[src/hdl/assert_macros.svh]
// Assertion macros shared by the keypad passcode entry RTL.
// Each macro expects signals named clk and rst in the including scope.
`ifndef ASSERT_MACROS_SVH
`define ASSERT_MACROS_SVH

// The consequent must hold in the same cycle as the antecedent.
`define ASSERT_IMPLIES(label, ante, cons) \
  label: assert property (@(posedge clk) disable iff (rst) (ante) |-> (cons)) \
    else $error("assertion failed");

// The consequent must hold in the cycle after the antecedent.
`define ASSERT_NEXT(label, ante, cons) \
  label: assert property (@(posedge clk) disable iff (rst) (ante) |=> (cons)) \
    else $error("assertion failed");

`endif

[src/hdl/kpe_pkg.sv]
// Package for the keypad passcode entry block: request and response types
// and the fixed cell and verdict codes. It depends on nothing else.
package kpe_pkg;

  localparam int PASS_W = 16;
  localparam int CELL_W = 4;

  localparam logic [CELL_W-1:0] CODE_BLANK   = 4'd10;
  localparam logic [CELL_W-1:0] CODE_ERROR   = 4'd11;
  localparam logic [CELL_W-1:0] CODE_SUCCESS = 4'd12;
  localparam logic [CELL_W-1:0] DIGIT_MAX    = 4'd9;
  localparam logic [CELL_W-1:0] DIGIT_ZERO   = 4'd0;

  localparam logic [PASS_W-1:0] PASS_RESET = 16'h9583;

  localparam logic [1:0] VERDICT_NONE  = 2'd0;
  localparam logic [1:0] VERDICT_MATCH = 2'd1;
  localparam logic [1:0] VERDICT_WRONG = 2'd2;

  typedef struct packed {
    logic btn_next;
    logic btn_prev;
    logic btn_inc;
    logic btn_clear;
    logic mode_switch;
  } kpe_req_t;

  typedef struct packed {
    logic [CELL_W-1:0] cell0;
    logic [CELL_W-1:0] cell1;
    logic [CELL_W-1:0] cell2;
    logic [CELL_W-1:0] cell3;
    logic [1:0]        cursor_pos;
    logic [1:0]        verdict;
    logic              mode_now;
  } kpe_res_t;

endpackage

[src/hdl/kpe_match.sv]
// Compares the digit cells with the configured passcode, first cell against
// the top nibble. Depends on kpe_pkg for the cell and code widths.
module kpe_match #(
  parameter int NUM_CELLS = 4
) (
  input  logic [NUM_CELLS-1:0][kpe_pkg::CELL_W-1:0] cells,
  input  logic [kpe_pkg::PASS_W-1:0]                pass_code,
  output logic                                      match
);
  import kpe_pkg::*;

  logic [NUM_CELLS-1:0] eq;

  for (genvar i = 0; i < NUM_CELLS; i++) begin : g_cell
    localparam int SH = CELL_W * (NUM_CELLS - 1 - i);
    if (SH < PASS_W) begin : g_coded
      assign eq[i] = (cells[i] == pass_code[SH +: CELL_W]);
    end else begin : g_zero
      assign eq[i] = (cells[i] == DIGIT_ZERO);
    end
  end

  assign match = &eq;

endmodule

[src/hdl/kpe_step.sv]
// Next-state logic for one button sample: lock, increment, clear, shift or
// cursor move, then the passcode check. Depends on kpe_pkg and kpe_match.
module kpe_step #(
  parameter int NUM_CELLS = 4,
  parameter int CW        = 3
) (
  input  kpe_pkg::kpe_req_t                         req,
  input  logic [NUM_CELLS-1:0][kpe_pkg::CELL_W-1:0] cells,
  input  logic [CW-1:0]                             cursor,
  input  logic [CW-1:0]                             count,
  input  logic                                      armed,
  input  logic                                      mode,
  input  logic [kpe_pkg::PASS_W-1:0]                pass_code,
  output logic [NUM_CELLS-1:0][kpe_pkg::CELL_W-1:0] cells_next,
  output logic [CW-1:0]                             cursor_next,
  output logic [CW-1:0]                             count_next,
  output logic                                      armed_next,
  output logic                                      mode_next,
  output kpe_pkg::kpe_res_t                         res
);
  import kpe_pkg::*;

  logic [NUM_CELLS-1:0][CELL_W-1:0] cells_mid;
  logic [CW-1:0]                    cursor_mid;
  logic [CW-1:0]                    count_mid;
  logic                             match;
  logic                             check;
  logic [3:0][CELL_W-1:0]           disp;
  logic [1:0]                       verdict;

  always_comb begin
    cells_mid  = cells;
    cursor_mid = cursor;
    count_mid  = count;
    armed_next = armed;
    if (req.btn_inc && armed_next) begin
      for (int i = 0; i < NUM_CELLS; i++) begin
        if (cursor_mid == CW'(i)) begin
          cells_mid[i] = (cells_mid[i] >= DIGIT_MAX) ? DIGIT_ZERO
                                                     : cells_mid[i] + CELL_W'(1);
        end
      end
      armed_next = 1'b0;
    end
    if (req.btn_clear && armed_next) begin
      for (int i = 0; i < NUM_CELLS; i++) begin
        cells_mid[i] = CODE_BLANK;
      end
      cursor_mid = '0;
      count_mid  = '0;
      armed_next = 1'b0;
    end
    if (!req.btn_next && !req.btn_prev && !req.btn_inc && !req.btn_clear && !armed_next) begin
      armed_next = 1'b1;
    end
    if (!mode) begin
      if (req.btn_next && armed_next) begin
        if (count_mid < CW'(NUM_CELLS - 1)) begin
          for (int i = NUM_CELLS - 1; i >= 1; i--) begin
            cells_mid[i] = cells_mid[i-1];
          end
        end
        if (count_mid < CW'(NUM_CELLS)) begin
          count_mid = count_mid + CW'(1);
        end
        armed_next = 1'b0;
      end
    end else begin
      if (req.btn_next && armed_next) begin
        cursor_mid = (cursor_mid > CW'(NUM_CELLS - 1)) ? '0 : cursor_mid + CW'(1);
        armed_next = 1'b0;
      end
      if (req.btn_prev && armed_next) begin
        cursor_mid = (cursor_mid == '0) ? CW'(NUM_CELLS - 1) : cursor_mid - CW'(1);
        armed_next = 1'b0;
      end
    end
  end

  kpe_match #(
    .NUM_CELLS(NUM_CELLS)
  ) u_match (
    .cells    (cells_mid),
    .pass_code(pass_code),
    .match    (match)
  );

  assign check = (cursor_mid == CW'(NUM_CELLS)) || (count_mid == CW'(NUM_CELLS));

  always_comb begin
    cells_next  = cells_mid;
    cursor_next = cursor_mid;
    count_next  = count_mid;
    verdict     = VERDICT_NONE;
    if (check) begin
      for (int i = 0; i < NUM_CELLS; i++) begin
        cells_next[i] = match ? CODE_SUCCESS : CODE_ERROR;
      end
      verdict = match ? VERDICT_MATCH : VERDICT_WRONG;
      if (mode) begin
        cursor_next = '0;
      end else begin
        count_next = '0;
      end
    end
    mode_next = req.mode_switch;
    if (!mode_next) begin
      cursor_next = '0;
    end
  end

  for (genvar i = 0; i < 4; i++) begin : g_disp
    if (i < NUM_CELLS) begin : g_real
      assign disp[i] = cells_next[i];
    end else begin : g_pad
      assign disp[i] = CODE_BLANK;
    end
  end

  assign res.cell0      = disp[0];
  assign res.cell1      = disp[1];
  assign res.cell2      = disp[2];
  assign res.cell3      = disp[3];
  assign res.cursor_pos = cursor_next[1:0];
  assign res.verdict    = verdict;
  assign res.mode_now   = mode_next;

endmodule

[src/hdl/keypad_passcode_entry.sv]
// Keypad passcode entry: a request is accepted into an input register and its
// response is registered in the result register when that register can take
// it. One request is taken every cycle while rsp_ready keeps the output moving,
// the result register and input register both advancing.
// Synchronous reset blanks the cells, clears cursor, count and mode, arms the
// lock and loads the passcode with 9583 hex.
module keypad_passcode_entry #(
  parameter int NUM_CELLS = 4
) (
  input  logic                         clk,
  input  logic                         rst,
  input  logic                         cfg_we,
  input  logic [kpe_pkg::PASS_W-1:0]   cfg_wdata,
  input  logic                         req_valid,
  output logic                         req_ready,
  input  kpe_pkg::kpe_req_t            req_data,
  output logic                         rsp_valid,
  input  logic                         rsp_ready,
  output kpe_pkg::kpe_res_t            rsp_data
);
  import kpe_pkg::*;
  `include "assert_macros.svh"

  localparam int CW = $clog2(NUM_CELLS + 1);

  logic [PASS_W-1:0]                pass_code;
  logic                             stage_valid;
  kpe_req_t                         stage_req;
  logic                             stage_fire;
  logic [NUM_CELLS-1:0][CELL_W-1:0] cells;
  logic [CW-1:0]                    cursor;
  logic [CW-1:0]                    count;
  logic                             armed;
  logic                             mode;
  logic [NUM_CELLS-1:0][CELL_W-1:0] cells_next;
  logic [CW-1:0]                    cursor_next;
  logic [CW-1:0]                    count_next;
  logic                             armed_next;
  logic                             mode_next;
  kpe_res_t                         res_next;

  assign stage_fire = stage_valid && (!rsp_valid || rsp_ready);
  assign req_ready  = !stage_valid || stage_fire;

  kpe_step #(
    .NUM_CELLS(NUM_CELLS),
    .CW       (CW)
  ) u_step (
    .req        (stage_req),
    .cells      (cells),
    .cursor     (cursor),
    .count      (count),
    .armed      (armed),
    .mode       (mode),
    .pass_code  (pass_code),
    .cells_next (cells_next),
    .cursor_next(cursor_next),
    .count_next (count_next),
    .armed_next (armed_next),
    .mode_next  (mode_next),
    .res        (res_next)
  );

  always_ff @(posedge clk) begin
    if (rst) begin
      pass_code <= PASS_RESET;
    end else if (cfg_we) begin
      pass_code <= cfg_wdata;
    end
  end

  always_ff @(posedge clk) begin
    if (rst) begin
      stage_valid <= 1'b0;
    end else if (req_ready) begin
      stage_valid <= req_valid;
    end
  end

  always_ff @(posedge clk) begin
    if (req_ready && req_valid) begin
      stage_req <= req_data;
    end
  end

  always_ff @(posedge clk) begin
    if (rst) begin
      for (int i = 0; i < NUM_CELLS; i++) begin
        cells[i] <= CODE_BLANK;
      end
      cursor    <= '0;
      count     <= '0;
      armed     <= 1'b1;
      mode      <= 1'b0;
      rsp_valid <= 1'b0;
    end else begin
      if (stage_fire) begin
        cells     <= cells_next;
        cursor    <= cursor_next;
        count     <= count_next;
        armed     <= armed_next;
        mode      <= mode_next;
        rsp_valid <= 1'b1;
      end else if (rsp_ready) begin
        rsp_valid <= 1'b0;
      end
    end
  end

  always_ff @(posedge clk) begin
    if (stage_fire) begin
      rsp_data <= res_next;
    end
  end

  `ASSERT_IMPLIES(a_cursor_range, 1'b1, cursor < CW'(NUM_CELLS))
  `ASSERT_IMPLIES(a_count_range, 1'b1, count < CW'(NUM_CELLS))
  `ASSERT_IMPLIES(a_simple_cursor, !mode, cursor == '0)
  `ASSERT_NEXT(a_fire_gives_rsp, stage_fire, rsp_valid && (rsp_data.mode_now == mode))

endmodule
[config.mk]
export PLATFORM = sky130hd
export DESIGN_NAME = keypad_passcode_entry
export DESIGN_NICKNAME = d
export VERILOG_FILES = /design/src/hdl/kpe_pkg.sv /design/src/hdl/kpe_match.sv /design/src/hdl/kpe_step.sv /design/src/hdl/keypad_passcode_entry.sv
export VERILOG_INCLUDE_DIRS = /design/src /design/src/hdl
export SDC_FILE = /design/constraint.sdc
export NUM_CORES = 1
export LEC_CHECK = 0
export BUFFER_PORTS_ARGS = -buffer_cell sky130_fd_sc_hd__buf_2
export CORE_AREA = 5 5 80 118
export CTS_BUF_LIST = sky130_fd_sc_hd__clkbuf_4 sky130_fd_sc_hd__clkbuf_8
export CTS_CLUSTER_DIAMETER = 40
export DETAILED_ROUTE_END_ITERATION = 8
export DIE_AREA = 0 0 85 123
export PLACE_DENSITY = 0.77
export SLEW_MARGIN = 20
export SYNTH_ARGS = -nofsm -noshare
export SYNTH_HDL_FRONTEND = slang
export SYNTH_HIERARCHICAL = 1
export SYNTH_SLANG_ARGS = --single-unit
[constraint.sdc]
create_clock -name clk -period 3.6 [get_ports clk]
set_input_delay 0.18 -clock clk [delete_from_list [all_inputs] [get_ports clk]]
set_output_delay 0.18 -clock clk [all_outputs]
set_load 0.1 [all_outputs]
==> summary.txt, run 1 <==
Outcome
  – Outcome: finished, final reports clean

Synthesis
  – Netlist Area Pre-Place: 4430 sq um
  – Yosys top cell area share: 19.0%
  – Ys async rst share: 0%
  – Ys flop type: dfxtp_1
  – Synth warnings: 6
  – Netlist cell types: 73
  – Flops & latches, synth: 68
  – Dominant cells by area after synthesis: dfxtp_1 19%, edfxtp_1 18%, mux2i_1 7.9%
  – EDFF count, synth: 26
  – Syn Area/Cell: 9.47 sq um
  – Mapped Cells: 468
  – Syn_nets: 510
  – Synth area leader: dfxtp_1
  – Post-synthesis sequential area ratio: 36.6%

Worst setup path
  – Max incr delay on CP: approximately 0.45 ns
  – Slowest stage cell on the critical path: dfxtp_1
  – RR Startpoint: armed
  – Critical path class: reg2reg
  – CP Max Fanout: 10
  – Startpoint Class: flop
  – CP Launch Point: armed
  – CP arrival: 3.71 ns
  – Crit end category: flop
  – CP required: 3.81 ns
  – Delay-heaviest family, CP: compound AO/OA/AOI/OAI gates
  – Most used cell, CP: o21ai_0
  – Crit-path cells: nand3b_1 -> buf_4 -> nor2_1 -> o21ai_0 -> a32oi_1 -> o22ai_1 -> xnor2_1 -> nand4_1 -> nor4_4 -> o21bai_1 -> o32a_2 -> o21ai_0 -> nand2b_1 -> mux2i_1
  – Buffers & Inverters on Critical Path: 1

Clock tree
  – Clk pin slew, worst setup/hold paths: 0.07 ns
  – TritonCTS Buffers: 9
  – Root buf cell: clkbuf_8
  – CTS tree: yes
  – Max H-tree Level: 3
  – Deepest clock path buffer count: 2
  – Latest clock arrival within the worst-skew pair: about 0.36 ns
  – # clock sinks: 68

STA
  – Final hold violation count: 0
  – Worst slew pin tran: 1.00 ns
  – Worst Clk Skew: 0.00967 ns
  – Total negative slack: 0 ns
  – Achievable Freq: 0.286 GHz
  – Clock period minus worst slack: 3.50 ns
  – Slew Limit Fails: 0
  – RSZ-0062 raised after global routing: true
  – Rel. slew slack: roughly 33%
  – Period utilization: 97.2%
  – Setup violators final: 0

Pwr
  – Sw power: approximately 480 uW
  – Seq pwr share: a little under half
  – P_int: 1.40 mW
  – Total Power: 1.88 mW
  – Leakage: 2.03 nW
  – Combinational cell fraction of total power: about 15%
  – Switching Fraction: 25.4%
  – Clock share of power: 39.8%
  – Peak supply drop: 329 uV
  – Pwr per Cell Area: 369 nW/um^2

Finish
  – Nets: 559
  – Area delta synth->final: 14.9%
  – Most common cell after layout, fill and taps aside: buf_2
  – Layout cells sized above 1: a little over a quarter
  – N_diodes: 0
  – Commonest cells after routing, fill and taps aside: 48 x buf_2, 44 x nor2_1, 39 x dfxtp_1
  – Fill cells: 730
  – Final instance area: just over 5000 sq um
  – Cell Count, Final, Fillers Out: 629

Placed design
  – Placed instance area: 4570 sq um
  – Post-placement cell count: 589
  – Hpwl dp: ~7500 microns
  – Port Buf Inserts: 48
  – GP Congestion: 0.968

Drt
  – Routed Antenna Nets: 0
  – Routed WL: 10600 microns
  – Iter 0 DRT Violations: 286
  – Wire per inst: 16.9 microns
  – DR vias: ~3600
  – Via density: 5.77
  – Remaining DRCs: 0
  – Detailed Routing Iterations Pass 1: 6

Global routing
  – Initial antenna violation count: 0
  – Met3 usage: 4.93%
  – First-pass GRT wire length: between 15000 and 20000 microns
  – GR Util met2: 34.7%
  – Largest net degree at the start of global routing: 67
  – Overflow left after global routing: 0
  – Grt met1 use: a little over a fifth
  – Tot GR Track Use: 20.2%
  – Vias in the first global route: 3479
  – GRT busiest layer: met2

Floorplan
  – Starting Density: between 50 and 60%
  – Row cnt: between 40 and 50
  – Die area: 10500 sq um
  – Core Area: 8310 sq um
  – Die span in y: 123 microns
  – Die Wd: 85 microns
  – I/O pin total: 49

Run
  – Max-cap violations: 0

Min path
  – Worst Hold Class: in2reg
  – Min-delay src: cfg_wdata[8]
power by group through the flow:
stage          clock, mW  sequential [mW]  combinational, mW
2_1_floorplan          0            0.924              0.165
3_5_place_dp           0            0.868              0.264
5_1_grt            0.798            0.854              0.297
3_3_place_gp           0            0.867              0.260
4_1_cts            0.764            0.851              0.270
6_report           0.747            0.852              0.279
registers in the layout, indices dropped and copies added, names as in the netlist:
register     count
count            3
pass_code       16
rsp_valid        1
rsp_data        21
cursor           3
mode             1
cells           16
stage_valid      1
armed            1
stage_req        5
kinds of logic after synthesis:
| logic type | after synthesis | synth area share [%] |
|---|---|---|
| xor gates and xnor gates | 17 | 3.36 |
| and+or+nand+nor | 167 | 22.1 |
| muxes | 38 | 8.67 |
| DFF | 68 | 36.6 |
| buffers and inverters | 65 | 9.29 |
| AOI/OAI and AO/OA | 97 | 15.5 |
| adders and majority gates | 16 | 4.52 |
layout make-up:
class	count	area, sq um	area share (%)
Clock buffer	11	139	2.73
Clock inverter	5	100	1.97
Inverter	17	63.8	1.25
Multi-Input combinational cell	336	2500	49.1
Sequential cell	68	1630	31.9
Tap cell	107	134	2.63
Timing Repair Buffer	85	531	10.4
synth_stat cells (5+ instances only):
cell type  count
o21ai_0       21
buf_2         12
inv_1         17
nor2b_1       13
clkbuf_1       7
buf_4         22
edfxtp_1      26
a21oi_1       17
a211o_1        7
nand2_1       26
xnor2_1       16
o22ai_1        7
mux2i_1       35
nand4_1        6
ha_1          16
dfxtp_1       42
buf_6          5
nor2_1        44
nand2b_1      35
o21a_1         5
path summary, 6_finish.rpt:
kind	end	slack, ns	cells past startpoint
setup / recovery	cells[8]	0.10	14
hold / removal	pass_code[8]	0.03	2
setup reg to reg	cells[8]	0.10	14
hold reg to reg	rsp_valid	0.52	2
stage by stage:
step	utilization [%]	hold slack, ns	setup slack [ns]
2_1_floorplan	-	0.279	0.166
3_3_place_gp	55.0	0.358	0.103
3_5_place_dp	55.0	0.358	-0.0301
4_1_cts	59.6	0.00978	0.0547
5_1_grt	61.3	0.0151	-0.0667
6_report	61.3	0.0259	0.101
what timing repair did:
action	4_1_cts	5_1_grt
hold buffers	5	0
hold endpoints to repair	5	0
setup buffers	10	8
endpoints found under the setup margin	5	28
resized for setup	3	20
pin swaps	1	7
gates cloned	0	1
worst register-to-register path, stage by stage (launching register included):
cell and delay, ns:
dfxtp_1 0.45, nand3b_1 0.34, buf_4 0.29, nor2_1 0.21
o21ai_0 0.14, a32oi_1 0.23, o22ai_1 0.18, xnor2_1 0.19
nand4_1 0.17, nor4_4 0.31, o21bai_1 0.17, o32a_2 0.28
o21ai_0 0.20, nand2b_1 0.13, mux2i_1 0.07
metal layers:
layer	vias to the layer above	wire length [microns]
li1	1747	-
met1	1698	4080
met2	142	5370
met3	44	632
met4	0	541
met5	-	0
(Power assumes the default switching activity.)
==> run 2, diff against run 1 <==
--- a/config.mk
+++ b/config.mk
@@ -7,12 +7,12 @@
 export NUM_CORES = 1
 export LEC_CHECK = 0
 export BUFFER_PORTS_ARGS = -buffer_cell sky130_fd_sc_hd__buf_2
-export CORE_AREA = 5 5 80 118
+export CORE_AREA = 5 5 77 114
 export CTS_BUF_LIST = sky130_fd_sc_hd__clkbuf_4 sky130_fd_sc_hd__clkbuf_8
 export CTS_CLUSTER_DIAMETER = 40
 export DETAILED_ROUTE_END_ITERATION = 8
-export DIE_AREA = 0 0 85 123
-export PLACE_DENSITY = 0.77
+export DIE_AREA = 0 0 82 119
+export PLACE_DENSITY = 0.79
 export SLEW_MARGIN = 20
 export SYNTH_ARGS = -nofsm -noshare
 export SYNTH_HDL_FRONTEND = slang
==> constraint.sdc (replaced) <==
create_clock -name clk -period 3.4 [get_ports clk]
set_input_delay 0.17 -clock clk [delete_from_list [all_inputs] [get_ports clk]]
set_output_delay 0.17 -clock clk [all_outputs]
set_load 0.1 [all_outputs]
==> run 2 against run 1 <==
  * The run now ends with setup timing left
  * Critical endpoint is now cells[9]
  * Global-route usage up 2.6 points
  * Die area is 6.7% lower
  * Register-to-register slack got worse by 0.12 ns
  * Clock skew shrank 0.00079 ns
==> summary.txt, run 2 (synthesis gave the netlist of run 1 again) <==
Outcome
  – Outcome: finished with violations
  – Violated checks: setup timing

Finish
  – Largest regs: rsp_data: 21 flops, cells: 16 flops, pass_code: 16 flops
  – Commonest cells after routing, fill and taps aside: 48 x buf_2, 43 x nor2_1, 39 x dfxtp_1
  – Max FFs per register: 21 (unchanged)
  – Layout cells sized above 1: 31.7% (+4.9 points)
  – Cell Count, Final, Fillers Out: 632 (+0.48%)
  – Largest Register: rsp_data
  – Area delta synth->final: 19.9%
  – Most common cell after layout, fill and taps aside: buf_2
  – Fill cells: 591 (-19%)
  – Nets: 567 (+1.4%)
  – N_diodes: 0 (unchanged)

Min path
  – Min-delay src: cfg_wdata[15]
  – Hold depth: 2 (unchanged)
  – Worst Hold End: pass_code[15]
  – Worst Hold Class: in2reg

STA
  – Fin worst setup slack: -0.0154 ns (-0.116 ns)
  – Worst Clk Skew: 0.00888 ns (-0.000791 ns)
  – Rel. slew slack: 31.8% (-1.1 points)
  – Slew Limit Fails: 0 (unchanged)
  – Clock period minus worst slack: 3.42 ns (-0.0837 ns)
  – Total negative slack: -0.0154 ns (-0.0154 ns)
  – Worst slew pin tran: 1.02 ns (+0.0217 ns)
  – Setup violators final: 2 (+2)
  – Achievable Freq: 0.293 GHz (+2.5%)
  – Final hold violation count: 0 (unchanged)
  – Period utilization: 100% (+3.3 points)

Drt
  – Routed Antenna Nets: 0 (unchanged)
  – Wire per inst: 18.1 microns (+7.4%)
  – Remaining DRCs: 0 (unchanged)
  – DR vias: 3807 (+4.8%)
  – Detailed Routing Iterations Pass 1: 5 (-1)
  – Routed WL: 11500 microns (+7.9%)
  – Via density: 6.02 (+4.3%)
  – Iter 0 DRT Violations: 453 (+58%)

Pwr
  – P_int: 1.48 mW (+5.7%)
  – Seq pwr share: 44.2% (-1.1 points)
  – Clock share of power: 40.4% (+0.6 points)
  – Leakage: 2.09 nW (+3.0%)
  – Combinational cell fraction of total power: 15.4% (+0.5 points)
  – Peak supply drop: 314 uV (-4.5%)
  – Sw power: 557 uW (+17%)
  – Pwr per Cell Area: 384 nW/um^2 (+4.0%)
  – Switching Fraction: 27.3% (+2.0 points)

Clock tree
  – Root buf cell: clkbuf_8
  – Clk pin slew, worst setup/hold paths: 0.08 ns (about the same)
  – TritonCTS Buffers: 9 (unchanged)
  – CTS tree: yes
  – Max H-tree Level: 3 (unchanged)
  – Deepest clock path buffer count: 2 (unchanged)
  – Latest clock arrival within the worst-skew pair: 0.36 ns (about the same)
  – # clock sinks: 68 (unchanged)

Floorplan
  – Die Wd: 82 microns (-3.5%)
  – Core Area: 7610 sq um (-8.4%)
  – Die span in y: 119 microns (-3.3%)
  – Die area: 9760 sq um (-6.7%)
  – Starting Density: 58.2% (+4.9 points)
  – Row cnt: 39 (-4.9%)
  – I/O pin total: 49 (unchanged)

Worst setup path
  – RR Startpoint: cells[5]
  – Flop2flop setup slack: -0.02 ns (-0.12 ns)
  – Crit end category: flop
  – Critical path class: reg2reg
  – FF-to-FF End: cells[9]
  – CP Launch Point: cells[5]
  – Reg2Reg Depth: 14 (unchanged)
  – CP arrival: 3.64 ns (-0.07 ns)
  – CP required: 3.62 ns (-0.19 ns)
  – CP Max Fanout: 5 (-5)
  – Startpoint Class: flop

Run
  – Max-cap violations: 0 (unchanged)

Placed design
  – Hpwl dp: 7450 microns (-0.39%)
  – GP Congestion: 1.01 (+4.5%)
  – Port Buf Inserts: 48 (unchanged)
  – Post-placement cell count: 597 (+1.4%)

Global routing
  – Largest net degree at the start of global routing: 67 (unchanged)
  – First-pass GRT wire length: 17100 microns (+3.2%)
  – Tot GR Track Use: 22.8% (+2.6 points)
  – Initial antenna violation count: 0 (unchanged)
  – Vias in the first global route: 3531 (+1.5%)
  – Overflow left after global routing: 0 (unchanged)
==> run 2: worst max-delay path: stages, from the launching register on <==
cell,delay [ns]
dfxtp_1,0.34
inv_1,0.08
ha_1,0.21
or3b_4,0.43
a211oi_4,0.26
a32oi_2,0.12
mux2i_2,0.28
xnor2_1,0.17
nand4_1,0.20
nor4_4,0.37
o21bai_4,0.21
o32a_4,0.23
o21ai_0,0.12
nor2_1,0.14
mux2i_1,0.10
==> run 2: worst max path at each step <==
stage                     cells past startpoint           end  slack [ns]
after floorplan                              18  rsp_data[11]       0.003
after global placement                       14      cells[1]       -0.02
after detailed placement                     14      cells[1]       -0.12
after CTS                                    14      cells[1]        0.02
after global routing                         14      cells[9]       -0.14
final                                        14      cells[9]       -0.02
==> run 2: final cells by class <==
cell class	instances	area, sq um	share of cell area (%)
inverter	17	63.8	1.20
clock buffer	9	124	2.33
tap	102	128	2.40
timing repair buffer	92	586	11.0
clock inverter	7	124	2.33
multi-input combinational	337	2660	50.1
sequential	68	1630	30.6
==> run 2: routing by layer <==
layer | track usage, % | share of wire, % | vias to the layer above
met5 | 0 | 0 | -
met4 | 15.0 | 7.2 | 0
met3 | 4.83 | 8.2 | 80
met2 | 35.8 | 47 | 231
met1 | 27.5 | 38 | 1730
li1 | - | - | 1766
==> run 2: through the flow <==
stage	setup WS, ns	hold WS [ns]	util (%)	power, mW	cell area (sq um)
global placement	-0.0247	0.346	61.2	1.20	4660
global route	-0.141	0.00918	69.8	2.11	5310
CTS	0.0187	0.00656	66.6	2.03	5070
floorplan	0.00265	0.269	-	1.15	4440
finish	-0.0154	0.0130	69.8	2.04	5310
detailed placement	-0.120	0.348	61.2	1.21	4660
==> run 2: power by group through the flow <==
stage               Combinational [mW]  Clock [mW]  Sequential, mW
global placement                 0.284           0           0.918
finish                           0.314       0.824           0.901
global route                     0.334       0.876           0.905
floorplan                        0.175           0           0.978
CTS                              0.294       0.832           0.900
detailed placement               0.286           0           0.919
==> run 2: timing repair <==
action / 4_1_cts / 5_1_grt
gates resized for setup: 8 / 46
hold endpoints to repair: 6 / 0
pin swaps: 3 / 14
cloned: 0 / 2
hold buffers: 6 / 0
setup buffers: 10 / 1
setup endpoints to repair: 22 / 34
